## src/rtl/sem_fifo.sv

```systemverilog
// ----------------------------------------------------------------------------
// sem_fifo
// Register based first-in first-out queue; the writer keeps it from
// overflowing by credit, the reader pops only while it is not empty.
// ----------------------------------------------------------------------------
module sem_fifo #(
    parameter int WIDTH = 8,
    parameter int DEPTH = 8
) (
    input  logic             i_clk,
    input  logic             i_rst_n,
    input  logic             i_push,
    input  logic [WIDTH-1:0] i_data,
    input  logic             i_pop,
    output logic [WIDTH-1:0] o_data,
    output logic             o_empty
);

    localparam int AW   = (DEPTH > 1) ? $clog2(DEPTH) : 1;
    localparam int CNTW = $clog2(DEPTH + 1);

    logic [WIDTH-1:0] mem [DEPTH];
    logic [AW-1:0]    r_wr_ptr;
    logic [AW-1:0]    r_rd_ptr;
    logic [CNTW-1:0]  r_count;
    logic             pop_ok;

    assign o_empty = (r_count == '0);
    assign pop_ok  = i_pop && !o_empty;
    assign o_data  = mem[r_rd_ptr];

    always_ff @(posedge i_clk) begin
        if (i_push) begin
            mem[r_wr_ptr] <= i_data;
        end
    end

    always_ff @(posedge i_clk) begin
        if (!i_rst_n) begin
            r_wr_ptr <= '0;
            r_rd_ptr <= '0;
            r_count  <= '0;
        end else begin
            if (i_push) begin
                r_wr_ptr <= (r_wr_ptr == AW'(DEPTH - 1)) ? '0 : r_wr_ptr + AW'(1);
            end
            if (pop_ok) begin
                r_rd_ptr <= (r_rd_ptr == AW'(DEPTH - 1)) ? '0 : r_rd_ptr + AW'(1);
            end
            if (i_push && !pop_ok) begin
                r_count <= r_count + CNTW'(1);
            end else if (!i_push && pop_ok) begin
                r_count <= r_count - CNTW'(1);
            end
        end
    end

`ifndef SYNTHESIS
    a_no_overflow: assert property (@(posedge i_clk) disable iff (!i_rst_n)
        (i_push && !pop_ok) |-> (r_count < CNTW'(DEPTH)))
        else $error("queue written while full");
`endif

endmodule

```

## config.mk

```make
export PLATFORM = sky130hd
export DESIGN_NAME = sem_fifo
export DESIGN_NICKNAME = d
export VERILOG_FILES = /design/src/rtl/sem_fifo.sv
export SDC_FILE = /design/constraint.sdc
export NUM_CORES = 1
export LEC_CHECK = 0
export ABC_AREA = 1
export BUFFER_PORTS_ARGS = -buffer_cell sky130_fd_sc_hd__buf_2
export CAP_MARGIN = 20
export CORE_UTILIZATION = 59
export CTS_CLUSTER_SIZE = 14
export DETAILED_ROUTE_END_ITERATION = 10
export GPL_TIMING_DRIVEN = 0
export PLACE_DENSITY = 0.85
export SLEW_MARGIN = 5
export SYNTH_ARGS = -nofsm -noshare
export SYNTH_HDL_FRONTEND = slang
export SYNTH_SLANG_ARGS = --single-unit
```

## constraint.sdc

```tcl
create_clock -name i_clk -period 2.2 [get_ports i_clk]
set_input_delay 0.11 -clock i_clk [delete_from_list [all_inputs] [get_ports i_clk]]
set_output_delay 0.11 -clock i_clk [all_outputs]
set_load 0.01 [all_outputs]
```

### Word level (Yosys, flattened, before mapping)

Memories as Yosys holds them, arrays and structs flattened. A register that Yosys moved wholly into a read port is not among the register bits.
Index checks and enable logic that the tools add are counted.

| word-level totals | value |
|---|---|
| bits in registers | 10 |
| bits in latches | 0 |
| RAM bits | 64 |
| ROM bits | 0 |
| input port bits | 12 |
| output and inout bits | 9 |
| word-level logic and storage cells | 26 |
| memories kept | 1 |

| operators by class | value |
|---|---|
| add/subtract/negate cells | 4 |
| $mul | 0 |
| divide/modulo/power cells | 0 |
| magnitude comparators | 0 |
| eq/ne operators | 2 |
| shift operators | 0 |
| mux-type cells | 8 |
| bitwise logic cells | 0 |
| reductions and logical operators | 8 |

Memories:

| name | depth | bits a word | rd ports | clocked after Yosys merged registers in | wr ports | line | text |
|---|---|---|---|---|---|---|---|
| mem | 8 | 8 | 1 | 1 | 1 | 22 | `logic [WIDTH-1:0] mem [DEPTH];` |

Operators by type and width:

| kind | count |
|---|---|
| two-way mux 3 bit | 4 |
| two-way mux 4 bit | 2 |
| adder 3 x 1 -> 3 bit, second input constant | 2 |
| equality test 3 bit, second input constant | 2 |
| adder 4 x 1 -> 4 bit, second input constant | 1 |
| zero test 4 bit | 1 |
| subtractor 4 x 1 -> 4 bit, second input constant | 1 |
| logical AND 1 bit | 3 |
| zero test 1 bit | 3 |
| two-way mux 1 bit | 2 |
| nonzero test 2 bit | 1 |

### Longest topological paths before layout

Gate-level depths: netlist (run 1).

| depth | value |
|---|---|
| depth after elaboration | 6 |
| mapped depth | 13 |
| depth with buffers taken out | 13 |

### Worst setup path before layout (run 1)

Ideal clock, no wire load.

| timing path | value |
|---|---|
| path kind | flip-flop to flip-flop |
| start | reg r_count[0] |
| end | reg r_count[3] |
| library setup time | 0.109 ns |
| arrival | 1.758 ns |
| data required time | 2.091 ns |
| setup slack | 0.333 ns |
| stages on the path, launching flop included | 12 |
| path buffers | 0 |
| clock period less this slack | 1.867 ns |
| path through | dfxtp_1 inv_1 nand3_1 nand2_1 ha_1 inv_1 ha_1 or2_2 nand3_1 nand3_1 nand2_1 inv_1 |

| between the ends | value |
|---|---|
| word-level cells in the longest chain between the ends | 6 |
| elaborated cells between the ends (all ways) | 11 |
| classes of those cells | add/sub (2); mux (2); reduce/logical (7) |

Ends and longest elaborated chain:

| element | line | text |
|---|---|---|
| start, declared | 25 | `logic [CNTW-1:0] r_count;` |
| start signal, assigned | 51 | `r_count <= r_count + CNTW'(1);` |
| start signal, assigned | 53 | `r_count <= r_count - CNTW'(1);` |
| branches (longest 6 deep; another with subtractor 4 x 1 -> 4 bit) | - |  |

Several ways; the timed one is not identified. The select of a mux whose other input is x is not followed.
A chain may end at the register's enable or synchronous reset.

### Worst setup path in the final report (run 1)

| timing path | value |
|---|---|
| start | reg r_count[1] |
| end | reg r_count[3] |

The elaborated chain is that of the path after synthesis.

==> results of run 1 <==
==> final cells by class <==
class,count,area (µm²),share of cell area
plain buffers,11,97.6,0.0266
clock buffers,10,128,0.0348
clock inverters,5,76.3,0.0208
inverters,18,72.6,0.0198
multi-input cells,202,920,0.251
flip-flops and latches,77,2180,0.596
well taps,70,87.6,0.0239
repair buffers,20,100,0.0273
==> where the power goes <==
| group | switching (W) | internal [W] | total [W] |
|---|---|---|---|
| clock network | 0.000488 | 0.000627 | 0.00111 |
| registers | 0.0000497 | 0.00167 | 0.00172 |
| logic | 0.000689 | 0.000417 | 0.00111 |
| total | 0.00123 | 0.00271 | 0.00394 |
==> tightest hold or removal path: stages <==
cell	delay [ns]
sky130_fd_sc_hd__buf_2	0.12
sky130_fd_sc_hd__nand2_1	0.06
sky130_fd_sc_hd__a21oi_1	0.04
==> through the flow <==
| stage | power [W] | cell area (µm²) | instances | utilization | worst slack (ns) |
|---|---|---|---|---|---|
| final | 0.00394 | 3660 | 413 | 0.704 | 0.150 |
| after global routing | 0.00415 | 3660 | 413 | 0.704 | 0.00412 |
| after CTS | 0.00392 | 3650 | 413 | 0.701 | 0.0414 |
| after detailed placement | 0.00282 | 3450 | 398 | 0.662 | 0.103 |
| after global placement | 0.00276 | 3450 | 398 | 0.662 | 0.162 |
| after floorplan | 0.00251 | 3260 | 308 | - | 0.333 |
==> kinds of logic after synthesis <==
group,Yosys count,synth area share
XOR/XNOR,1,0.00269
AO/OA/AOI/OAI,44,0.0676
buffers and inverters,29,0.0522
flip-flops,77,0.669
AND/OR/NAND/NOR,149,0.175
adder cells (fa/ha/maj),8,0.0330
==> routing by layer <==
layer,global-route usage,vias to the layer above,part of all wire
met1,0.290,1052,0.41
met4,0.146,0,0.021
li1,-,1086,-
met2,0.386,80,0.50
met5,0,-,0
met3,0.0371,11,0.063
==> synthesized netlist by cell type <==
library cell / count / area, µm²
sky130_fd_sc_hd__inv_1: 16 / 60.1
sky130_fd_sc_hd__inv_4: 2 / 12.5
sky130_fd_sc_hd__buf_6: 6 / 67.6
sky130_fd_sc_hd__nand2_1: 61 / 229
sky130_fd_sc_hd__nand3_1: 7 / 35.0
sky130_fd_sc_hd__buf_2: 3 / 15.0
sky130_fd_sc_hd__o21ai_0: 6 / 30.0
sky130_fd_sc_hd__o21ai_1: 30 / 150
sky130_fd_sc_hd__ha_1: 7 / 87.6
sky130_fd_sc_hd__buf_4: 2 / 15.0
sky130_fd_sc_hd__dfxtp_1: 13 / 260
sky130_fd_sc_hd__fa_1: 1 / 20.0
sky130_fd_sc_hd__or2_2: 1 / 6.26
sky130_fd_sc_hd__xor2_1: 1 / 8.76
sky130_fd_sc_hd__nor2_1: 80 / 300
sky130_fd_sc_hd__edfxtp_1: 64 / 1920
sky130_fd_sc_hd__a21oi_1: 8 / 40.0
==> sequential cells by signal (all words and copies together), names as in the netlist, named ones only <==
signal and cells:
r_count 4, mem 64, r_wr_ptr 3, r_rd_ptr 3
==> final timing paths <==
kind	cells past startpoint	to	slack, ns	start
worst max-delay path	11	r_count[3]$_SDFFE_PN0P_	0.15	r_count[1]$_SDFFE_PN0P_
worst min-delay path	3	r_wr_ptr[0]$_SDFFE_PN0P_	0.03	i_rst_n
worst max register to register	11	r_count[3]$_SDFFE_PN0P_	0.15	r_count[1]$_SDFFE_PN0P_
worst min register to register	2	r_rd_ptr[1]$_SDFFE_PN0P_	0.50	r_rd_ptr[1]$_SDFFE_PN0P_
==> impl_results.md, run 1 <==
- Final count of pins violating max slew: 0
- CTS max path bufs: 2
- Number of nets in the layout: 359
- # clock sinks: between 70 and 80
- Chain of cells forming the critical path: nor2_1 > nand3_2 > nand2_4 > ha_1 > inv_1 > ha_1 > or2_2 > nand3_1 > nand3_1 > nand2_1 > inv_1
- Count of buffers inserted at the top-level ports: 20
- Required time reported for the critical path endpoint: between 2 and 2.5 ns
- Number of distinct library cell variants in the gate-level netlist after synthesis: 17
- Summed instance area of the synthesized netlist: about 3300 µm²
- DRC violations left: 0
- Total of max-cap violations: 0
- Drt pass-1 iters: 4
- Ratio of final minimum period to clock period: 0.932
- Setup repair after global routing missed its margin: no
- Clock insertion delay at the later pin of the skew report: between 0.3 and 0.4 ns
- Worst VDD drop: between 800 and 900 µV
- Standard-cell rows: 26
- Number of global-route vias before repair: around 2100
- Worst-margin pin slew: 0.814 ns
- Share of the yosys chip area belonging to registers: 0.669
- CP endpoint kind: register
- Clock Tree Root: sky130_fd_sc_hd__clkbuf_8
- Number of hold buffers added after CTS: 0
- Category of the worst setup path launch point: register
- Via count: between 2000 and 2500
- Class of the most critical setup path: register to register
- Total global routing overflow: 0
- Initial standard-cell utilization of the core: 0.626
- Largest net degree at the start of global routing: 13
- Result of the run: complete, no violations
- GRT Util Overall: 0.234
- Die extent in y: ~76 µm
- Setup Buffers After CTS: 0
- Number of buffer and inverter instances along the worst setup path: 2
- Weighted congestion at the end of routability-driven global placement: roughly 0.76
- Clock tree skew after final layout: between 0.007 and 0.008 ns
- Number of setup violations in the final report: 0
- Mapped Nets: ~330
- Number of buffers created by CTS: 9
- Gate count of the mapped netlist: approximately 310
- Crit path time final: approximately 2.1 ns
- First-pass GRT wire length: slightly below 10000 µm
- Worst path slowest cell: sky130_fd_sc_hd__dfxtp_1
- Count of filler cells inserted in the layout: approximately 390
- Family with the most delay on the worst path: simple AND/OR/NAND/NOR gates
- Wire length reported by the detailed router: a little over 6000 µm
- Most frequent cells in the layout: sky130_fd_sc_hd__nor2_1 (80), sky130_fd_sc_hd__edfxtp_1 (64), sky130_fd_sc_hd__nand2_1 (60)
- DIE AREA: just under 6000 µm²
- Accumulated negative setup slack: 0 ns
- FF+latch count, synth: 77
- Area added between synthesis and finish: 12.4%
- Class of the worst hold path: input pin to register
- Fmax achieved: between 400 and 500 MHz
- Fraction of final layout cells with drive strength greater than 1: 0.143
- Per-cell routed wire length: 15.1 µm
- Post-DRT Antenna Nets: 0
- Crit path DAT: about 2.3 ns
- Number of instances resized during post-cts repair: 0
- Final antenna diode count: 0
- Initial antenna violation count: 0
- Mapped Avg Cell Area: 10.6 µm²
- Critical path fanouts, max: 5
- Static Leak: 1.47 nW
- Number of top-level pins: 21
- Cell Pwr Density: 1070 nW/µm²
- HPWL after DPL: slightly above 4000 µm
- Stage delay of the slowest cell on the critical path: 0.35 ns
- Minimum hold slack: around 0.032 ns
- Iteration-0 DRC count of the detailed router: roughly 190
- Clock-pin slew of the registers on the worst-case setup and hold paths: 0.07 ns
- CTS tree: done
- Yosys warnings: 0
- CTS H-tree lvls: 3
- Most frequent standard cell in the layout excluding fill and tap cells: sky130_fd_sc_hd__nor2_1
- Final number of hold-violating endpoints: 0
- Worst max-slew margin expressed relative to the limit: 0.455
- X dimension of the die: 76.3 µm
- Via-per-instance ratio: approximately 5.4
- Core box area: approximately 5200 µm²
Power figures use the tool's default switching activity.
==> run 2, diff against run 1 <==
--- a/config.mk
+++ b/config.mk
@@ -9,6 +9,7 @@
 export BUFFER_PORTS_ARGS = -buffer_cell sky130_fd_sc_hd__buf_2
 export CAP_MARGIN = 20
 export CORE_UTILIZATION = 59
+export CTS_BUF_LIST = sky130_fd_sc_hd__clkbuf_16
 export CTS_CLUSTER_SIZE = 14
 export DETAILED_ROUTE_END_ITERATION = 10
 export GPL_TIMING_DRIVEN = 0
==> constraint.sdc (replaced) <==
create_clock -name i_clk -period 2.24 [get_ports i_clk]
set_input_delay 0.112 -clock i_clk [delete_from_list [all_inputs] [get_ports i_clk]]
set_output_delay 0.112 -clock i_clk [all_outputs]
set_load 0.01 [all_outputs]
==> impl_results.md, run 2 (synthesized netlist as in run 1, its figures left out) <==
- Result of the run: complete, no violations
- Max FFs per register: 64 (unchanged)
- Final count of pins violating max slew: 0 (unchanged)
- Number of instances resized during post-cts repair: 0 (unchanged)
- Number of cells on the worst reg-to-reg path: 11 (unchanged)
- Top register by number of flip-flops: mem
- Count of buffers inserted at the top-level ports: 20 (unchanged)
- Required time reported for the critical path endpoint: 2.47 ns (+0.02 ns)
- Number of setup violations in the final report: 0 (unchanged)
- Total of max-cap violations: 0 (unchanged)
- Static Leak: 1.51 nW (+3.2%)
- Worst VDD drop: 850 µV (-4.2%)
- Ratio of final minimum period to clock period: 0.931 (about the same)
- Die extent in y: 76.3 µm (unchanged)
- Fmax achieved: 479 MHz (-1.7%)
- Category of the worst setup path launch point: register
- Worst r2r src: r_count[1]$_SDFFE_PN0P_
- First-pass GRT wire length: 10100 µm (+2.2%)
- DRC violations left: 0 (unchanged)
- Minimum hold slack: 0.0524 ns (+0.0208 ns)
- Per-cell routed wire length: 15.4 µm (+2.3%)
- Iteration-0 DRC count of the detailed router: 190 (+1.6%)
- Number of top-level pins: 21 (unchanged)
- Worst-margin pin slew: 0.785 ns (-0.0292 ns)
- CTS H-tree lvls: 3 (unchanged)
- Clock Tree Root: sky130_fd_sc_hd__clkbuf_16
- Clock tree skew after final layout: 0.00680 ns (-0.000348 ns)
- Timing endpoint of the critical path: r_count[3]$_SDFFE_PN0P_
- Register-to-register setup slack: 0.15 ns (about the same)
- Weighted congestion at the end of routability-driven global placement: 0.763 (unchanged)
- Standard-cell rows: 26 (unchanged)
- Number of nets in the layout: 359 (unchanged)
- X dimension of the die: 76.3 µm (unchanged)
- Fraction of final layout cells with drive strength greater than 1: 0.140 (-0.00292)
- DIE AREA: 5830 µm² (unchanged)
- CTS max path bufs: 2 (unchanged)
- Drt pass-1 iters: 4 (unchanged)
- Endpoint of the worst-slack reg-to-reg timing path: r_count[3]$_SDFFE_PN0P_
- Largest net degree at the start of global routing: 13 (unchanged)
- Wire length reported by the detailed router: 6380 µm (+2.3%)
- Number of global-route vias before repair: 2144 (+0.85%)
- Final antenna diode count: 0 (unchanged)
- Total global routing overflow: 0 (unchanged)
- Non-Filler Instances: 413 (unchanged)
- Crit path DAT: 2.31 ns (about the same)
- Most frequent cells in the layout: sky130_fd_sc_hd__nor2_1 (80), sky130_fd_sc_hd__edfxtp_1 (64), sky130_fd_sc_hd__nand2_1 (61)
- Class of the most critical setup path: register to register
- Number of buffers created by CTS: 9 (unchanged)
- Initial antenna violation count: 0 (unchanged)
- Via count: 2219 (-0.45%)
- Most frequent standard cell in the layout excluding fill and tap cells: sky130_fd_sc_hd__nor2_1
- Worst max-slew margin expressed relative to the limit: 0.475 (+0.0195)
- Clock insertion delay at the later pin of the skew report: 0.33 ns (about the same)
- Post-DRT Antenna Nets: 0 (unchanged)
- Critical path fanouts, max: 5 (unchanged)
- Final number of hold-violating endpoints: 0 (unchanged)
- Cell Pwr Density: 1130 nW/µm² (+5.3%)
- GRT Util Overall: 0.240 (+0.00562)
- CP endpoint kind: register
- Launching instance or port of the critical path: r_count[1]$_SDFFE_PN0P_
- Crit path time final: 2.09 ns (+0.0356 ns)
- Core box area: 5200 µm² (unchanged)
- Initial standard-cell utilization of the core: 0.626 (unchanged)
- Setup Buffers After CTS: 0 (unchanged)
- Number of cells in the design after placement: 398 (unchanged)
- Largest registers: mem: 64 flops, r_count: 4 flops
- # clock sinks: 77 (unchanged)
- HPWL after DPL: 4130 µm (unchanged)
- Clock-pin slew of the registers on the worst-case setup and hold paths: 0.06 ns (about the same)
- Via-per-instance ratio: 5.37 (-0.45%)
- Area added between synthesis and finish: 15.3%
- Class of the worst hold path: input pin to register
- CTS tree: done
- Number of hold buffers added after CTS: 0 (unchanged)
==> run 2: how the worst min path moves through the flow <==
| stage | start | endpoint | slack [ns] | cells past startpoint |
|---|---|---|---|---|
| floorplan | i_data[0] | mem[0][0]$_DFFE_PP_ | 0.21 | 0 |
| finish | i_data[6] | mem[2][6]$_DFFE_PP_ | 0.05 | 1 |
| global route | i_data[6] | mem[2][6]$_DFFE_PP_ | 0.06 | 1 |
| global placement | i_data[6] | mem[3][6]$_DFFE_PP_ | 0.38 | 1 |
| detailed placement | i_data[5] | mem[0][5]$_DFFE_PP_ | 0.38 | 1 |
| CTS | i_data[5] | mem[3][5]$_DFFE_PP_ | 0.04 | 1 |
==> run 2: per-stage QoR <==
| step | TNS [ns] | util | setup WS, ns | total power (W) | cell area, µm² |
|---|---|---|---|---|---|
| after floorplan | 0 | - | 0.373 | 0.00246 | 3260 |
| after global placement | 0 | 0.662 | 0.202 | 0.00272 | 3450 |
| after detailed placement | 0 | 0.662 | 0.143 | 0.00277 | 3450 |
| after CTS | 0 | 0.721 | 0.125 | 0.00424 | 3750 |
| after global routing | -0.00953 | 0.722 | -0.00953 | 0.00446 | 3760 |
| final | 0 | 0.722 | 0.154 | 0.00425 | 3760 |
==> run 2: per-layer routing <==
metal | global-route usage | routed length [µm] | up-vias | part of all wire
li1 | - | - | 1094 | -
met1 | 0.295 | 2520 | 1022 | 0.40
met2 | 0.401 | 3210 | 92 | 0.50
met3 | 0.0347 | 496 | 11 | 0.078
met4 | 0.146 | 147 | 0 | 0.023
met5 | 0 | 0 | - | 0
==> run 2: worst max-delay path, cell delays in order, from the launching register on <==
cell and delay (ns):
sky130_fd_sc_hd__dfxtp_1 0.35, sky130_fd_sc_hd__nor2_1 0.16, sky130_fd_sc_hd__nand3_2 0.13, sky130_fd_sc_hd__nand2_1 0.16, sky130_fd_sc_hd__ha_1 0.19, sky130_fd_sc_hd__inv_1 0.10, sky130_fd_sc_hd__ha_1 0.32, sky130_fd_sc_hd__or2_2 0.32
sky130_fd_sc_hd__nand3_1 0.09, sky130_fd_sc_hd__nand3_1 0.08, sky130_fd_sc_hd__nand2_1 0.06, sky130_fd_sc_hd__inv_1 0.03
==> run 2: area by class of cell <==
class,count,area (µm²)
multi-input cells,202,912
well taps,70,87.6
inverters,18,72.6
clock inverters,6,80.1
flip-flops and latches,77,2180
plain buffers,11,97.6
repair buffers,20,100
clock buffers,9,225
fillers,368,1450
==> run 2: report_power, final <==
group / total (W) / internal [W] / switching (W)
clock network: 0.00149 / 0.000958 / 0.000530
logic: 0.00108 / 0.000405 / 0.000670
registers: 0.00169 / 0.00164 / 0.0000502
total: 0.00425 / 0.00300 / 0.00125
==> run 3, diff against run 2 <==
--- a/config.mk
+++ b/config.mk
@@ -8,11 +8,13 @@
 export ABC_AREA = 1
 export BUFFER_PORTS_ARGS = -buffer_cell sky130_fd_sc_hd__buf_2
 export CAP_MARGIN = 20
+export CORE_MARGIN = 5
 export CORE_UTILIZATION = 59
 export CTS_BUF_LIST = sky130_fd_sc_hd__clkbuf_16
 export CTS_CLUSTER_SIZE = 14
 export DETAILED_ROUTE_END_ITERATION = 10
 export GPL_TIMING_DRIVEN = 0
+export MAX_ROUTING_LAYER = met4
 export PLACE_DENSITY = 0.85
 export SLEW_MARGIN = 5
 export SYNTH_ARGS = -nofsm -noshare
==> impl_results.md, run 3 (synthesized netlist as in run 1, its figures left out) <==
- Result of the run: complete, no violations
- Routed length on met3: 429 µm (-14%)
- Final number of hold-violating endpoints: 0 (unchanged)
- # clock sinks: 77 (unchanged)
- Initial antenna violation count: 0 (unchanged)
- Worst path slowest cell: sky130_fd_sc_hd__dfxtp_1
- Static Leak: 1.51 nW (about the same)
- Initial standard-cell utilization of the core: 0.599 (-0.0269)
- Fraction of final layout cells with drive strength greater than 1: 0.151 (+0.0112)
- WL met1: 2620 µm (+3.9%)
- Final Worst Setup Slack: 0.220 ns (+0.0663 ns)
- Worst max-slew margin expressed relative to the limit: 0.480 (+0.00490)
- Count of buffers inserted at the top-level ports: 20 (unchanged)
- Per-cell routed wire length: 15.8 µm (+2.7%)
- Crit path time final: 2.02 ns (-0.0663 ns)
- Area taken by flip-flops and latches: 2180 µm² (unchanged)
- Pre-CTS WS: 0.143 ns (+0.000216 ns)
- Final antenna diode count: 0 (unchanged)
- Met2 routed wirelength: 3440 µm (+7.3%)
- Drt pass-1 iters: 5 (+1)
- Top register by number of flip-flops: mem
- Final count of pins violating max slew: 0 (unchanged)
- Stage delay of the slowest cell on the critical path: 0.35 ns (about the same)
- Cell Pwr Density: 1130 nW/µm² (+0.18%)
- First-pass GRT wire length: 10700 µm (+5.5%)
- Uppermost routed layer: met4
- Iteration-0 DRC count of the detailed router: 176 (-7.4%)
- Largest net degree at the start of global routing: 14 (+1)
- Weighted congestion at the end of routability-driven global placement: 0.792 (+3.8%)
- Total of max-cap violations: 0 (unchanged)
- Number of cells in the design after placement: 400 (+0.50%)
- Accumulated negative setup slack: 0 ns (unchanged)
- Clock-pin slew of the registers on the worst-case setup and hold paths: 0.06 ns (about the same)
- CTS H-tree lvls: 3 (unchanged)
- Most frequent cells in the layout: sky130_fd_sc_hd__nor2_1 (80), sky130_fd_sc_hd__edfxtp_1 (64), sky130_fd_sc_hd__nand2_1 (60)
- Number of nets in the layout: 359 (unchanged)
- Worst-margin pin slew: 0.777 ns (-0.00733 ns)
- Wire length reported by the detailed router: 6590 µm (+3.4%)
- Total global routing overflow: 0 (unchanged)
- Count of filler cells inserted in the layout: 397 (+7.9%)
- Clock Tree Root: sky130_fd_sc_hd__clkbuf_16
- Clock tree skew after final layout: 0.00503 ns (-0.00177 ns)
- CTS tree: done
- Post-DRT Antenna Nets: 0 (unchanged)
- Crit path DAT: 2.24 ns (-0.07 ns)
- Core box area: 5440 µm² (+4.5%)
- Non-Filler Instances: 416 (+0.73%)
- Number of buffers created by CTS: 9 (unchanged)
- Number of top-level pins: 21 (unchanged)
- Fmax achieved: 495 MHz (+3.3%)
- Largest registers: mem: 64 flops, r_count: 4 flops
- Via count: 2224 (+0.23%)
- Setup repair after global routing missed its margin: no
- Family with the most delay on the worst path: simple AND/OR/NAND/NOR gates
- Category of the worst setup path launch point: register
- Multi-input combinational cell area: 915 µm² (+0.27%)
- Minimum hold slack: 0.0634 ns (+0.0110 ns)
- Most frequent standard cell in the layout excluding fill and tap cells: sky130_fd_sc_hd__nor2_1
- Number of global-route vias before repair: 2260 (+5.4%)
- Max FFs per register: 64 (unchanged)
- Required time reported for the critical path endpoint: 2.46 ns (about the same)
- Design Power: 0.00428 W (+0.58%)
- Ratio of final minimum period to clock period: 0.902 (-0.0296)
- DIE AREA: 7110 µm² (+22%)
- Via-per-instance ratio: 5.35 (-0.50%)
- DRC violations left: 0 (unchanged)
- Worst VDD drop: 806 µV (-5.2%)
- Number of setup violations in the final report: 0 (unchanged)
- Number of buffer and inverter instances along the worst setup path: 2 (unchanged)
- Chain of cells forming the critical path: nor2_1 > nand3_2 > nand2_2 > ha_1 > inv_1 > ha_1 > or2_2 > nand3_1 > nand3_1 > nand2_1 > inv_1
- Standard-cell rows: 27 (+3.8%)
- X dimension of the die: 84.3 µm (+10%)
- GRT Util Overall: 0.206 (-0.0335)
- Clock insertion delay at the later pin of the skew report: 0.33 ns (about the same)
- Class of the most critical setup path: register to register
- CP endpoint kind: register
- Area added between synthesis and finish: 15.7%
- Critical path fanouts, max: 5 (unchanged)
- HPWL after DPL: 4260 µm (+3.2%)
- CTS max path bufs: 2 (unchanged)
- Class of the worst hold path: input pin to register
- Die extent in y: 84.3 µm (+10%)
## run 3: cell types whose count changed in the layout (fill, tap and decap cells not counted)
cell,before,now
sky130_fd_sc_hd__inv_1,17,16
sky130_fd_sc_hd__nand2_1,61,60
sky130_fd_sc_hd__nand2_2,0,1
sky130_fd_sc_hd__clkinv_2,1,3
sky130_fd_sc_hd__clkinvlp_4,1,2
sky130_fd_sc_hd__clkinv_1,1,0
## run 3: power by group
part	internal (W)	switching (W)	total, W
clock network	0.000968	0.000543	0.00151
logic	0.000406	0.000669	0.00107
registers	0.00164	0.0000523	0.00169
## run 3: final cells by class
type                            count  area share
Clock buffer                        9      0.0597
Sequential cell                    77       0.578
Multi-Input combinational cell    202       0.242
Clock inverter                      7      0.0239
Buffer                             11      0.0259
Timing Repair Buffer               20      0.0265
Inverter                           18      0.0192
Tap cell                           72      0.0239
## run 3: path summary, 6_finish.rpt
| check | cells after the start | from | slack, ns | endpoint |
|---|---|---|---|---|
| hold reg to reg | 2 | r_rd_ptr[2]$_SDFFE_PN0P_ | 0.50 | register |
| hold / removal | 1 | i_data[5] | 0.06 | mem[6][5]$_DFFE_PP_ |
| setup / recovery | 11 | r_count[1]$_SDFFE_PN0P_ | 0.22 | r_count[3]$_SDFFE_PN0P_ |
| setup reg to reg | 11 | r_count[1]$_SDFFE_PN0P_ | 0.22 | r_count[3]$_SDFFE_PN0P_ |
## run 3: routing by layer
layer  GRT usage  vias up
li1            -     1094
met1       0.236     1035
met2       0.347       84
met3      0.0530       11
met4      0.0804        0
met5           -        -
## run 3: timing repair
action | 4_1_cts | 5_1_grt
endpoints found under the setup margin | 0 | 1
buffers inserted | 0 | 0
gates resized for setup | 0 | 2
hold buffers | 0 | 0
## run 3: metrics by stage
step | util | instance area [µm²]
2_1_floorplan | - | 3260
5_1_grt | 0.694 | 3770
6_report | 0.694 | 3770
3_3_place_gp | 0.634 | 3450
4_1_cts | 0.692 | 3760
3_5_place_dp | 0.634 | 3450
## run 3: worst reg2reg max path: stages (launching register included)
cell and delay [ns]:
sky130_fd_sc_hd__dfxtp_1 0.35, sky130_fd_sc_hd__nor2_1 0.16, sky130_fd_sc_hd__nand3_2 0.14, sky130_fd_sc_hd__nand2_2 0.12, sky130_fd_sc_hd__ha_1 0.17, sky130_fd_sc_hd__inv_1 0.10, sky130_fd_sc_hd__ha_1 0.32, sky130_fd_sc_hd__or2_2 0.31
sky130_fd_sc_hd__nand3_1 0.09, sky130_fd_sc_hd__nand3_1 0.08, sky130_fd_sc_hd__nand2_1 0.06, sky130_fd_sc_hd__inv_1 0.03
