File: src/rtl/sem_pkg.sv
// ----------------------------------------------------------------------------
// sem_pkg
// Shared widths, register indexes, queue items and the square root step for
// the Sobel edge magnitude block.
// ----------------------------------------------------------------------------
package sem_pkg;

    localparam int PIX_W       = 8;
    localparam int MAG_W       = 11;
    localparam int LVL_W       = 8;
    localparam int COL_W       = 11;
    localparam int ROW_W       = 16;
    localparam int CFG_W_W     = 12;
    localparam int CFG_H_W     = 16;
    localparam int CFG_DATA_W  = 16;
    localparam int CFG_IDX_W   = 1;
    localparam int GRAD_W      = 11;
    localparam int SQ_W        = 20;
    localparam int SUM_W       = 21;
    localparam int REM_W       = 22;
    localparam int ROOT_STEPS  = 11;
    localparam int MID_DEPTH   = 8;
    localparam int OUT_DEPTH   = 16;
    localparam int FIRST_INNER = 2;
    localparam int LVL_MAX     = 255;
    localparam int RESET_WIDTH  = 640;
    localparam int RESET_HEIGHT = 480;

    localparam logic [CFG_IDX_W-1:0] REG_WIDTH  = 1'b0;
    localparam logic [CFG_IDX_W-1:0] REG_HEIGHT = 1'b1;

    typedef struct packed {
        logic [COL_W-1:0] center_col;
        logic [ROW_W-1:0] center_row;
        logic             frame_last;
    } t_tag;

    typedef struct packed {
        logic [SUM_W-1:0] sum;
        t_tag             tag;
    } t_mid_item;

    typedef struct packed {
        logic [MAG_W-1:0] magnitude;
        logic [LVL_W-1:0] edge_level;
        t_tag             tag;
    } t_out_item;

    typedef struct packed {
        logic [REM_W-1:0] rem;
        logic [REM_W-1:0] root;
    } t_root;

    // One digit of the restoring square root; step k tests bit 4^(ROOT_STEPS-1-k).
    function automatic t_root root_step(t_root s, int k);
        logic [REM_W-1:0] bit_v;
        logic [REM_W-1:0] trial;
        t_root            o;
        bit_v = REM_W'(1) << (2 * (ROOT_STEPS - 1 - k));
        trial = s.root + bit_v;
        if (s.rem >= trial) begin
            o.rem  = s.rem - trial;
            o.root = (s.root >> 1) + bit_v;
        end else begin
            o.rem  = s.rem;
            o.root = s.root >> 1;
        end
        return o;
    endfunction

endpackage

File: src/rtl/sem_root.sv
// ----------------------------------------------------------------------------
// sem_root
// Pipelined integer square root of gx^2 + gy^2, one digit per stage; yields
// the root and a copy saturated to 8 bits into the result queue under credit.
// ----------------------------------------------------------------------------
module sem_root (
    input  logic               i_clk,
    input  logic               i_rst_n,
    input  logic               i_mid_empty,
    input  sem_pkg::t_mid_item i_mid_item,
    output logic               o_mid_pop,
    input  logic               i_out_pop,
    output logic               o_out_push,
    output sem_pkg::t_out_item o_out_item
);

    localparam int NS = sem_pkg::ROOT_STEPS;
    localparam int UW = $clog2(sem_pkg::OUT_DEPTH + 1);

    sem_pkg::t_root  stg_in  [NS];
    sem_pkg::t_root  stg_out [NS];
    sem_pkg::t_root  r_stg   [NS];
    sem_pkg::t_tag   r_tag   [NS];
    logic [NS-1:0]   r_vld;
    logic [UW-1:0]   r_used;
    logic            issue;
    logic [sem_pkg::REM_W-1:0] root;

    assign issue     = !i_mid_empty && (r_used < UW'(sem_pkg::OUT_DEPTH));
    assign o_mid_pop = issue;

    always_comb begin
        stg_in[0].rem  = sem_pkg::REM_W'(i_mid_item.sum);
        stg_in[0].root = '0;
        for (int k = 1; k < NS; k++) begin
            stg_in[k] = r_stg[k-1];
        end
        for (int k = 0; k < NS; k++) begin
            stg_out[k] = sem_pkg::root_step(stg_in[k], k);
        end
    end

    always_ff @(posedge i_clk) begin
        r_tag[0] <= i_mid_item.tag;
        for (int k = 0; k < NS; k++) begin
            r_stg[k] <= stg_out[k];
        end
        for (int k = 1; k < NS; k++) begin
            r_tag[k] <= r_tag[k-1];
        end
    end

    always_ff @(posedge i_clk) begin
        if (!i_rst_n) begin
            r_vld  <= '0;
            r_used <= '0;
        end else begin
            r_vld <= {r_vld[NS-2:0], issue};
            if (issue && !i_out_pop) begin
                r_used <= r_used + UW'(1);
            end else if (!issue && i_out_pop) begin
                r_used <= r_used - UW'(1);
            end
        end
    end

    assign root                  = r_stg[NS-1].root;
    assign o_out_push            = r_vld[NS-1];
    assign o_out_item.magnitude  = root[sem_pkg::MAG_W-1:0];
    assign o_out_item.edge_level = (root > sem_pkg::REM_W'(sem_pkg::LVL_MAX))
                                   ? sem_pkg::LVL_W'(sem_pkg::LVL_MAX)
                                   : root[sem_pkg::LVL_W-1:0];
    assign o_out_item.tag        = r_tag[NS-1];

`ifndef SYNTHESIS
    a_out_credit: assert property (@(posedge i_clk) disable iff (!i_rst_n)
        r_used <= UW'(sem_pkg::OUT_DEPTH))
        else $error("result queue credit exceeded");
    a_push_follows_issue: assert property (@(posedge i_clk) disable iff (!i_rst_n)
        o_out_push |-> r_used != '0)
        else $error("result leaves root pipeline without credit");
`endif

endmodule

File: config.mk
export PLATFORM = sky130hd
export DESIGN_NAME = sem_root
export DESIGN_NICKNAME = d
export VERILOG_FILES = /design/src/rtl/sem_pkg.sv /design/src/rtl/sem_root.sv
export SDC_FILE = /design/constraint.sdc
export NUM_CORES = 1
export LEC_CHECK = 0
export ABC_AREA = 1
export BUFFER_PORTS_ARGS = -buffer_cell sky130_fd_sc_hd__clkbuf_2
export CAP_MARGIN = 0
export CORE_MARGIN = 1
export CORE_UTILIZATION = 50
export CTS_CLUSTER_SIZE = 25
export DETAILED_ROUTE_END_ITERATION = 8
export GPL_ROUTABILITY_DRIVEN = 0
export PLACE_DENSITY = 0.72
export SLEW_MARGIN = 10
export SYNTH_ARGS = -nofsm -noshare
export SYNTH_HDL_FRONTEND = slang
export SYNTH_SLANG_ARGS = --single-unit
File: constraint.sdc
create_clock -name i_clk -period 2.35 [get_ports i_clk]
set_clock_uncertainty 0.1 [all_clocks]
set_input_delay 0.47 -clock i_clk [delete_from_list [all_inputs] [get_ports i_clk]]
set_output_delay 0.47 -clock i_clk [all_outputs]
set_load 0.005 [all_outputs]
# Word level (Yosys, flattened, before mapping)
# Memory sizes are Yosys's and may differ from the RTL's.
# Cells that the tools add are included.
# Widths: inputs -> output; s select.
dict set report word_totals {
  register_bits 16
  mem_bits_rw 792
  in_bits 53
  out_inout_bits 49
  n_memories 2
}
# name depth width read_ports rd_ports_with_merged_regs write_ports line
set mem_list {}
lappend mem_list {r_stg 11 44 11 0 11 sem_root.sv:22} ;# sem_pkg::t_root r_stg [NS];
lappend mem_list {r_tag 11 28 11 0 11 sem_root.sv:23} ;# sem_pkg::t_tag r_tag [NS];
dict set report classes {
  add_sub_neg 33
  magnitude_cmp 13
  mux 14
  reduce_logical 7
}
# operator n
set ops {}
lappend ops {{$mux 44} 11}
lappend ops {{$ge 22x22->1} 10}
lappend ops {{$sub 22x22->22} 10}
lappend ops {{$add 21x1->22 const B} 1}
lappend ops {{$add 21x11->22 const B} 1}
lappend ops {{$add 21x13->22 const B} 1}
lappend ops {{$add 21x15->22 const B} 1}
lappend ops {{$add 21x17->22 const B} 1}
lappend ops {{$add 21x19->22 const B} 1}
lappend ops {{$add 21x3->22 const B} 1}
lappend ops {{$add 21x5->22 const B} 1}
lappend ops {{$add 21x7->22 const B} 1}
lappend ops {{$add 21x9->22 const B} 1}
lappend ops {{$add 22x1->22 const B} 1}
lappend ops {{$add 22x11->22 const B} 1}
lappend ops {{$add 22x13->22 const B} 1}
lappend ops {{$add 22x15->22 const B} 1}
lappend ops {{$add 22x17->22 const B} 1}
lappend ops {{$add 22x19->22 const B} 1}
lappend ops {{$add 22x3->22 const B} 1}
lappend ops {{$add 22x5->22 const B} 1}
lappend ops {{$add 22x7->22 const B} 1}
lappend ops {{$add 22x9->22 const B} 1}
lappend ops {{$gt 22x8->1 const B} 1}
lappend ops {{10 further kinds} 15}

# Logic depth before layout (Yosys ltp)
# Gate-level depths: netlist of the first run.
dict set report logic_depth {
  word_depth 6
  ltp_mapped 13
  mapped_depth_nobuf 12
}

# Worst setup path before layout of the first run
# No wires, ideal clock.
dict set report synth_timing {
  path_kind {input to register}
  from {input port i_mid_empty}
  to {register r_used[4]}
  setup_time_ps 70
  arrival_ps 1762
  t_required_ps 2180
  path_slack_ps 418
  stages 9
  path_buffers 0
  path_cell_list {nor2_1 > ha_1 > inv_1 > ha_1 > nand2_1 > o21ai_0 > xor2_1 > nand2_1 > a21oi_1}
}
dict set report synth_between {
  elab_chain_len 5
  word_cells_on_any_way 7
}
# item line
set synth_lines {}
lappend synth_lines {{start: declaration} sem_root.sv:9} ;# input logic i_mid_empty,
lappend synth_lines {{$logic_not 1->1 *} sem_root.sv:29} ;# assign issue = !i_mid_empty && (r_used < UW'(sem_pkg::OUT_DEPTH));
lappend synth_lines {{$logic_and 1x1->1 *} sem_root.sv:29}
lappend synth_lines {{$logic_not 1->1} sem_root.sv:61} ;# end else if (!issue && i_out_pop) begin
lappend synth_lines {{$logic_and 1x1->1} sem_root.sv:61}
lappend synth_lines {{$reduce_bool 2->1 (no line)} --}
lappend synth_lines {{end signal: assignment} sem_root.sv:60} ;# r_used <= r_used + UW'(1);
lappend synth_lines {{end signal: assignment} sem_root.sv:62} ;# r_used <= r_used - UW'(1);
lappend synth_lines {{end: declaration} sem_root.sv:25} ;# logic [UW-1:0] r_used;
# Every way passes the cells marked *; elsewhere a longest branch is shown, timed or not.
# A chain may end at the register's enable or synchronous reset.

==> results of run 1 <==
[power groups by stage]
stage	clock [W]	sequential [W]	combinational [W]
final	0.00951	0.0127	0.00644
after global routing	0.0102	0.0129	0.00735
after floorplan	0	0.0126	0.00507
after CTS	0.00977	0.0127	0.00638
after detailed placement	0	0.0129	0.00627
after global placement	0	0.0129	0.00609
[routing by layer]
layer | wire [um] | up-vias
li1 | - | 6319
met1 | 12950 | 5363
met2 | 16350 | 293
met3 | 1336 | 100
met4 | 1153 | 0
met5 | 0 | -
[critical path, cell delays in order, from the launching register on]
cell	delay [ns]
dfxtp_1	0.33
inv_1	0.05
ha_1	0.39
inv_1	0.06
nor2_1	0.21
nand2_1	0.09
nor3_1	0.14
nand2_1	0.09
nand2_2	0.14
nor2_4	0.06
buf_4	0.18
o21ai_0	0.21
[through the flow]
step | worst slack [ns] | utilization | hold slack [ns] | instances | area (um^2)
3_5_place_dp | 0.1883 | 0.5377 | 0.2121 | 2438 | 19730
2_1_floorplan | 0.4181 | - | 0.2096 | 1873 | 18660
4_1_cts | 0.2137 | 0.6064 | 0.1032 | 2592 | 22250
6_report | 0.2173 | 0.6065 | 0.1303 | 2592 | 22260
5_1_grt | 0.005522 | 0.6065 | 0.1513 | 2592 | 22260
3_3_place_gp | 0.2547 | 0.5377 | 0.2096 | 2438 | 19730
[layout make-up]
class / count / share of cell area
clock buffers: 75 / 0.07161
clock inverters: 29 / 0.01911
inverters: 226 / 0.03822
multi-input cells: 1026 / 0.2480
flip-flops and latches: 610 / 0.5486
well taps: 468 / 0.02631
repair buffers: 158 / 0.04812
[worst max path at each step]
stage | cells after the start | slack, ns | to
3_3_place_gp | 10 | 0.25 | r_used[4]
2_1_floorplan | 9 | 0.42 | r_used[4]
4_1_cts | 12 | 0.21 | r_stg[7][31]
5_1_grt | 12 | 0.006 | r_stg[7][36]
3_5_place_dp | 10 | 0.19 | r_used[4]
6_report | 11 | 0.22 | r_stg[9][31]
[flip-flops by register name, summed over array words and instances (netlist names)]
signal and cells:
r_vld 11, r_stg 286, r_used 5, r_tag 308
[layout by cell type (no fill, tap or decap), drive strengths merged, types with 24 or more instances in the layout]
cell / count
clkbuf: 176
xor2: 33
o21ai: 61
nand4: 24
ha: 77
nor2: 172
nand2: 401
a21oi: 71
dlygate4sd3: 50
inv: 230
dfxtp: 610
nand3: 90
[kinds of logic after synthesis]
kind of cell / count (synthesis) / share of synthesized area
XOR/XNOR: 56 / 0.02628
other: 1 / 0.0002010
buffers and inverters: 237 / 0.05022
AND/OR/NAND/NOR: 738 / 0.1690
flip-flops: 610 / 0.6544
AO/OA/AOI/OAI: 152 / 0.04720
adder cells (fa/ha/maj): 78 / 0.05270
[repair_timing]
item	in CTS	in global routing
resized for setup	0	1
hold buffers	50	0
hold endpoints to repair	50	0
endpoints found under the setup margin	0	1
==> reports/summary.txt, run 1 <==
HP Start -> i_rst_n
Sw Pwr -> 0.008477 W
Max_cap viols -> 0
Register area -> 12210 um^2
Switch share -> 0.2957
Worst Hold Depth -> 3
Fillers -> 2907
Initial DRC Count -> 458
Flop pwr share -> 0.444
Outcome -> finished, final reports clean
Power Total -> 0.02867 W
Port Buf Inserts -> 101
Hold endpoint -> r_vld[5]
Total gr overflow -> 0
Internal power -> 0.02019 W
Post-CTS setup buffers -> 0
Endpoint type of the worst setup path -> flip-flop
First-pass GRT wire length -> 53.08 mm
RSZ-0062 raised after global routing -> false
Die area -> 38100 um^2
Top post-synthesis cells by area -> dfxtp_1 (65%), nand2_1 (7.9%), ha_1 (5.2%), inv_1 (4.4%), nor2_1 (3.3%)
Worst Hold Class -> primary input to flip-flop
Critical path type -> flip-flop to flip-flop
Startpoint Class -> flip-flop
FF+latch count, synth -> 610
Wire per inst -> 12.26 um
Top Ports -> 102
Leak Pwr -> 10.72 nW
ANT nets after route -> 0
Core area -> 36700 um^2
Cell count after synthesis -> 1872
Post-synth EDFFs -> 0
CTS sink count -> 610
Fin Setup TNS -> 0 ns
Asr flop ratio synth -> 0
Most frequent cell after synthesis -> dfxtp_1
Worst EP arrival -> 2.52 ns
Clock power frac -> 0.332
Grt met1 use -> 0.1789
# setup viols final -> 0
Final hold violation count -> 0
Reg2reg start -> r_stg[8][4]
Max-slew headroom -> 0.6584
Post-synthesis cell type count -> 47
CTS root buf -> clkbuf_16
CP Launch Point -> r_stg[8][4]
Initial antenna violation count -> 0
1st-pass router iterations -> 5
Cell accounting for the most synthesized area -> dfxtp_1
Worst r2r dst -> r_stg[9][31]
CTS tree -> built
PwrDens -> 1288 nW/um^2
DP Wirelength -> 22.46 mm
Tmin final -> 2.133 ns
Synth top area share -> 0.6544
Drc violations -> 0
Die Y -> 195.2 um
Met2 usage -> 0.3245
Fmax -> 0.4689 GHz
Synth-to-layout area growth -> 19.28%
NumNets Final -> 2209
Clk pin slew, worst setup/hold paths -> 0.06 ns
Worst Path Required -> 2.74 ns
Core Rows -> 70
Syn Area/Cell -> 9.968 um^2
Worst-path fanout max -> 14
Antenna diodes -> 0
CTS Buf Count -> 56
Post-Syn Area -> 18660 um^2
Proportion of layout cells with a drive suffix above 1 -> 0.1205
Starting Density -> 0.5085
Die Wd -> 195.2 um
Clock Latency Late Sink -> 0.59 ns
Cells on worst reg2reg path -> 11
Max Root-Sink Buffers -> 3
Post-Route WL -> 31.78 mm
Synth Flop Type -> dfxtp_1
H-tree levels -> 2
Via-to-Cell Ratio -> 4.659
Via count -> 12075
Area of the multi-input gates -> 5520 um^2
Post-synth top cells -> dfxtp_1 (610), nand2_1 (392), inv_1 (220), nor2_1 (165), nand3_1 (88)
Post-synthesis sequential area ratio -> 0.6544
Part of the power in combinational logic -> 0.225
Crit share post-route -> 0.9075
Final Max Tran Viols -> 0
Largest net degree at the start of global routing -> 18
Syn. warnings -> 0
Max VDD drop -> 0.8152 mV
Vias in the first global route -> 11966
Flop2flop setup slack -> 0.22 ns
GRT Total Usage -> 0.1697
Worst slew pin tran -> 0.5084 ns
Global routing's busiest layer -> met2
Routing usage on met3 -> 0.02971
Power figures use the tool's default switching activity.
==> run 2: changes to the inputs <==
--- a/config.mk
+++ b/config.mk
@@ -6,14 +6,16 @@
 export NUM_CORES = 1
 export LEC_CHECK = 0
 export ABC_AREA = 1
+export ABC_CLOCK_PERIOD_IN_PS = 2350
 export BUFFER_PORTS_ARGS = -buffer_cell sky130_fd_sc_hd__clkbuf_2
 export CAP_MARGIN = 0
+export CORE_ASPECT_RATIO = 2
 export CORE_MARGIN = 1
-export CORE_UTILIZATION = 50
+export CORE_UTILIZATION = 59
 export CTS_CLUSTER_SIZE = 25
 export DETAILED_ROUTE_END_ITERATION = 8
 export GPL_ROUTABILITY_DRIVEN = 0
-export PLACE_DENSITY = 0.72
+export PLACE_DENSITY = 0.82
 export SLEW_MARGIN = 10
 export SYNTH_ARGS = -nofsm -noshare
 export SYNTH_HDL_FRONTEND = slang
==> reports/summary.txt, run 2 (synthesized netlist as in run 1, its figures left out) <==
Total gr overflow -> 0 (unchanged)
Worst Path Required -> 2.70 ns (was 2.74 ns)
PwrDens -> 1273 nW/um^2 (was 1288 nW/um^2)
Top Ports -> 102 (unchanged)
NumNets Final -> 2203 (was 2209)
HP Start -> i_rst_n (unchanged)
DP Wirelength -> 26.28 mm (was 22.46 mm)
Final Max Tran Viols -> 0 (unchanged)
CTS Buf Count -> 46 (was 56)
Port Buf Inserts -> 101 (unchanged)
Via count -> 12762 (was 12075)
1st-pass router iterations -> 8 (was 5)
Worst-path fanout max -> 14 (unchanged)
First-pass GRT wire length -> 60.47 mm (was 53.08 mm)
Antenna diodes -> 0 (unchanged)
Clock power frac -> 0.295 (was 0.332)
ANT nets after route -> 0 (unchanged)
CTS tree -> built (unchanged)
Max-slew headroom -> 0.6152 (was 0.6584)
Final hold violation count -> 0 (unchanged)
RSZ-0062 raised after global routing -> false (unchanged)
H-tree levels -> 2 (unchanged)
Worst slew pin tran -> 0.5720 ns (was 0.5084 ns)
Die Wd -> 127.8 um (was 195.2 um)
Initial DRC Count -> 550 (was 458)
Largest register by flop count -> r_tag (unchanged)
Clk pin slew, worst setup/hold paths -> 0.07 ns (was 0.06 ns)
Commonest non-fill, non-tap cell in the layout -> dfxtp_1 (unchanged)
Post-Route WL -> 37.75 mm (was 31.78 mm)
CTS root buf -> clkbuf_16 (unchanged)
Clock Latency Late Sink -> 0.58 ns (was 0.59 ns)
Leading cell types in the layout, fill and taps excluded -> dfxtp_1 (610), nand2_1 (390), inv_1 (220) (was dfxtp_1 (610), nand2_1 (392), inv_1 (220))
Worst Hold Class -> primary input to flip-flop (unchanged)
Fin Setup TNS -> 0 ns (unchanged)
Endpoint type of the worst setup path -> flip-flop (unchanged)
Fin Hold WS -> 0.1385 ns (was 0.1303 ns)
Die Y -> 253.5 um (was 195.2 um)
CTS sink count -> 610 (unchanged)
Wire per inst -> 14.95 um (was 12.26 um)
CP Launch Point -> r_stg[4][16] (was r_stg[8][4])
Outcome -> finished, final reports clean (unchanged)
Worst Hold Depth -> 3 (unchanged)
Proportion of layout cells with a drive suffix above 1 -> 0.1162 (was 0.1205)
Worst EP arrival -> 2.58 ns (was 2.52 ns)
Initial antenna violation count -> 0 (unchanged)
Die area -> 32390 um^2 (was 38100 um^2)
Top flop regs -> r_tag x308, r_stg x286, r_vld x11 (unchanged)
Sw Pwr -> 0.008770 W (was 0.008477 W)
Max reg flops -> 308 (unchanged)
Switch share -> 0.3155 (was 0.2957)
Fmax -> 0.4492 GHz (was 0.4689 GHz)
Critical path type -> flip-flop to flip-flop (unchanged)
Cells on worst reg2reg path -> 9 (was 11)
Vias in the first global route -> 13305 (was 11966)
Largest net degree at the start of global routing -> 26 (was 18)
GRT Total Usage -> 0.2433 (was 0.1697)
Internal power -> 0.01903 W (was 0.02019 W)
Tmin final -> 2.226 ns (was 2.133 ns)
Max_cap viols -> 0 (unchanged)
Drc violations -> 0 (unchanged)
Max VDD drop -> 0.9456 mV (was 0.8152 mV)
Core Rows -> 91 (was 70)
Leak Pwr -> 10.56 nW (was 10.72 nW)
Max Root-Sink Buffers -> 3 (unchanged)
Startpoint Class -> flip-flop (unchanged)
Crit share post-route -> 0.9473 (was 0.9075)
Synth-to-layout area growth -> 17.05% (was 19.28%)
# setup viols final -> 0 (unchanged)
Reg2reg start -> r_stg[4][16] (was r_stg[8][4])
Core area -> 30970 um^2 (was 36700 um^2)
Part of the power in combinational logic -> 0.248 (was 0.225)
Fillers -> 2230 (was 2907)
Flop pwr share -> 0.457 (was 0.444)
Starting Density -> 0.6025 (was 0.5085)
Via-to-Cell Ratio -> 5.052 (was 4.659)
[run 2: path summary, 6_finish.rpt]
check	endpoint	slack (ns)
hold reg to reg	r_tag[3][12]	0.22
setup / recovery	r_stg[5][38]	0.12
setup reg to reg	r_stg[5][38]	0.12
hold / removal	r_vld[2]	0.14
[run 2: final cells by class]
class	count	area [um^2]	share of cell area
clock buffers	60	1295	0.05929
multi-input cells	1026	5529	0.2531
inverters	226	853.3	0.03907
well taps	418	523.0	0.02394
flip-flops and latches	610	12210	0.5591
repair buffers	162	1101	0.05041
clock inverters	24	329.1	0.01507
[run 2: per-layer routing]
layer | vias to the layer above | share of wire | GRT usage
met1 | 5809 | 0.30 | 0.1857
met5 | - | 0 | 0
met4 | 0 | 0.096 | 0.2185
met3 | 225 | 0.044 | 0.04316
met2 | 441 | 0.56 | 0.4908
li1 | 6287 | - | -
[run 2: power groups by stage]
stage	combinational [W]	clock, W	sequential, W
detailed placement	0.00657	0	0.0129
CTS	0.00670	0.00830	0.0127
floorplan	0.00507	0	0.0126
finish	0.00690	0.00819	0.0127
global route	0.00774	0.00875	0.0128
global placement	0.00625	0	0.0128
[run 2: worst max-delay path: stages, from the launching register on]
cell,delay (ns)
dfxtp_1,0.33
inv_1,0.04
ha_1,0.37
nand2_1,0.15
nor3_1,0.34
nand3_1,0.23
nor2b_2,0.21
buf_4,0.18
nand2_1,0.07
o21ai_0,0.07
[run 2: through the flow]
stage	utilization	cells	total power, W	worst slack (ns)	instance area, um^2
3_3_place_gp	0.6359	2391	0.01907	0.2021	19690
6_report	0.7053	2526	0.02780	0.1239	21840
5_1_grt	0.7053	2526	0.02932	0.02188	21840
3_5_place_dp	0.6359	2391	0.01946	0.1500	19690
2_1_floorplan	-	1873	0.01770	0.4181	18660
4_1_cts	0.7045	2525	0.02766	0.1316	21820
[run 2: what timing repair did]
item | 4_1_cts | 5_1_grt
resized for setup | 0 | 6
hold endpoints to repair | 50 | 0
hold buffers | 50 | 0
endpoints found under the setup margin | 0 | 29
buffers inserted | 0 | 1
==> run 3: changes to the inputs <==
--- a/config.mk
+++ b/config.mk
@@ -10,7 +10,7 @@
 export BUFFER_PORTS_ARGS = -buffer_cell sky130_fd_sc_hd__clkbuf_2
 export CAP_MARGIN = 0
 export CORE_ASPECT_RATIO = 2
-export CORE_MARGIN = 1
+export CORE_MARGIN = 2
 export CORE_UTILIZATION = 59
 export CTS_CLUSTER_SIZE = 25
 export DETAILED_ROUTE_END_ITERATION = 8
==> reports/summary.txt, run 3 (synthesized netlist as in run 1, its figures left out) <==
Outcome -> finished, final reports clean (unchanged)
Crit share post-route -> 0.9750 (was 0.9473)
CP peak stage delay -> 0.47 ns (was 0.37 ns)
Flop2flop setup slack -> 0.06 ns (was 0.12 ns)
Worst EP arrival -> 2.62 ns (was 2.58 ns)
Worst Hold Depth -> 3 (unchanged)
Cells on worst reg2reg path -> 8 (was 9)
Port Buf Inserts -> 101 (unchanged)
Worst path cell trace -> inv_1 -> ha_1 -> nand2_1 -> nor2_1 -> nor2_1 -> nand3_1 -> nor2b_2 -> o21ai_0 (was inv_1 -> ha_1 -> nand2_1 -> nor3_1 -> nand3_1 -> nor2b_2 -> buf_4 -> nand2_1 -> o21ai_0)
CTS tree -> built (unchanged)
GRT Total Usage -> 0.2143 (was 0.2433)
1st-pass router iterations -> 6 (was 8)
Power Total -> 0.02815 W (was 0.02780 W)
Clock Latency Late Sink -> 0.58 ns (about the same)
ANT nets after route -> 0 (unchanged)
Worst-path fanout max -> 14 (unchanged)
PwrDens -> 1282 nW/um^2 (was 1273 nW/um^2)
Fmax -> 0.4364 GHz (was 0.4492 GHz)
Die Wd -> 129.8 um (was 127.8 um)
Initial DRC Count -> 670 (was 550)
H-tree levels -> 2 (unchanged)
DP Wirelength -> 23.37 mm (was 26.28 mm)
CTS root buf -> clkbuf_16 (unchanged)
Die Y -> 255.5 um (was 253.5 um)
Final hold violation count -> 0 (unchanged)
Commonest non-fill, non-tap cell in the layout -> dfxtp_1 (unchanged)
Area of the multi-input gates -> 5515 um^2 (was 5529 um^2)
Fin Setup TNS -> 0 ns (unchanged)
NumNets Final -> 2199 (was 2203)
CTS sink count -> 610 (unchanged)
Synth-to-layout area growth -> 17.64% (was 17.05%)
Slowest stage cell, crit path -> nor2b_2 (was ha_1)
First-pass GRT wire length -> 57.30 mm (was 60.47 mm)
Wire per inst -> 13.73 um (was 14.95 um)
HP Start -> i_rst_n (unchanged)
Top flop regs -> r_tag x308, r_stg x286, r_vld x11 (unchanged)
Largest net degree at the start of global routing -> 19 (was 26)
RSZ-0062 raised after global routing -> false (unchanged)
Post_cts resized -> 0 (unchanged)
Critical path type -> flip-flop to flip-flop (unchanged)
# setup viols final -> 0 (unchanged)
Die area -> 33150 um^2 (was 32390 um^2)
Via count -> 12360 (was 12762)
Most common cell on crit path -> nor2_1 (was nand2_1)
Startpoint Class -> flip-flop (unchanged)
Worst slew pin tran -> 0.5534 ns (was 0.5720 ns)
Leak Pwr -> 10.58 nW (was 10.56 nW)
Total gr overflow -> 0 (unchanged)
CTS Hold Buffers Added -> 50 (unchanged)
Worst r2r dst -> r_stg[5][37] (was r_stg[5][38])
Antenna diodes -> 0 (unchanged)
Worst Hold Class -> primary input to flip-flop (unchanged)
Via-to-Cell Ratio -> 4.889 (was 5.052)
Max VDD drop -> 0.9060 mV (was 0.9456 mV)
Top Ports -> 102 (unchanged)
Register area -> 12210 um^2 (unchanged)
CTS Buf Count -> 48 (was 46)
Vias in the first global route -> 12603 (was 13305)
Post-Route WL -> 34.71 mm (was 37.75 mm)
Core Rows -> 92 (was 91)
Drc violations -> 0 (unchanged)
Initial antenna violation count -> 0 (unchanged)
Worst path bufs/invs -> 1 (was 2)
Max_cap viols -> 0 (unchanged)
Tmin final -> 2.291 ns (was 2.226 ns)
Max-slew headroom -> 0.6294 (was 0.6152)
Starting Density -> 0.5960 (was 0.6025)
Reg2reg start -> r_stg[4][16] (unchanged)
Endpoint type of the worst setup path -> flip-flop (unchanged)
Core area -> 31310 um^2 (was 30970 um^2)
Proportion of layout cells with a drive suffix above 1 -> 0.1145 (was 0.1162)
Clk pin slew, worst setup/hold paths -> 0.07 ns (about the same)
Leading cell types in the layout, fill and taps excluded -> dfxtp_1 (610), nand2_1 (392), inv_1 (220) (was dfxtp_1 (610), nand2_1 (390), inv_1 (220))
Post-CTS setup buffers -> 0 (unchanged)
Worst Path Required -> 2.67 ns (was 2.70 ns)
Max Root-Sink Buffers -> 3 (unchanged)
Final Max Tran Viols -> 0 (unchanged)
Largest register by flop count -> r_tag (unchanged)
Worst path top cell family by delay -> simple AND/OR/NAND/NOR gates (unchanged)
Hold endpoint -> r_vld[9] (was r_vld[2])
Fillers -> 2281 (was 2230)
Max reg flops -> 308 (unchanged)
==> run 3: cell count changes in the layout (fill, tap and decap cells not counted), moves of 3 or more <==
cell,change
clkinv_2,-8
clkbuf_8,+3
buf_4,-6
bufinv_16,+3
clkinvlp_4,+3
clkinv_4,+3
==> run 3: layout make-up <==
class	instances	share of cell area
clock buffer	62	0.06167
clock inverter	25	0.01983
inverter	226	0.03876
multi-input combinational	1026	0.2512
sequential	610	0.5563
tap	423	0.02411
timing repair buffer	156	0.04810
==> run 3: where the power goes <==
group	switching, W	internal, W
sequential	0.000952	0.0119
combinational	0.00405	0.00250
clock	0.00365	0.00512
total	0.00865	0.0195
==> run 3: routing by layer <==
metal	global-route usage	share of wire	vias up
met5	0	0	-
met4	0.08901	0.044	0
met3	0.03365	0.046	130
met2	0.4036	0.53	362
met1	0.2309	0.38	5610
li1	-	-	6258
==> run 3: tightest hold or removal path, delay by kind of cell <==
kind                   cells  cell delay (ns)
AND/OR/NAND/NOR            1             0.09
buffers and inverters      2             0.21
==> run 3: worst max path at each step <==
stage | from | end | slack, ns | cells past startpoint
global placement | r_stg[4][13] | r_stg[5][37] | 0.20 | 8
global route | r_stg[4][15] | r_stg[5][37] | 0.002 | 8
CTS | r_stg[4][13] | r_stg[5][37] | 0.15 | 8
floorplan | i_mid_empty | r_used[4] | 0.42 | 9
detailed placement | i_mid_empty | r_used[4] | 0.20 | 10
finish | r_stg[4][16] | r_stg[5][37] | 0.06 | 8
==> run 3: per-stage QoR <==
stage               hold slack [ns]  cell area (um^2)    util  cells  setup WS, ns
floorplan                    0.2096             18660       -   1873        0.4181
global placement             0.2095             19660  0.6280   2391        0.2000
detailed placement           0.2121             19660  0.6280   2391        0.2034
CTS                          0.1115             21950  0.7011   2528        0.1542
global route                 0.1436             21950  0.7011   2528      0.002439
finish                       0.1350             21950  0.7011   2528       0.05869
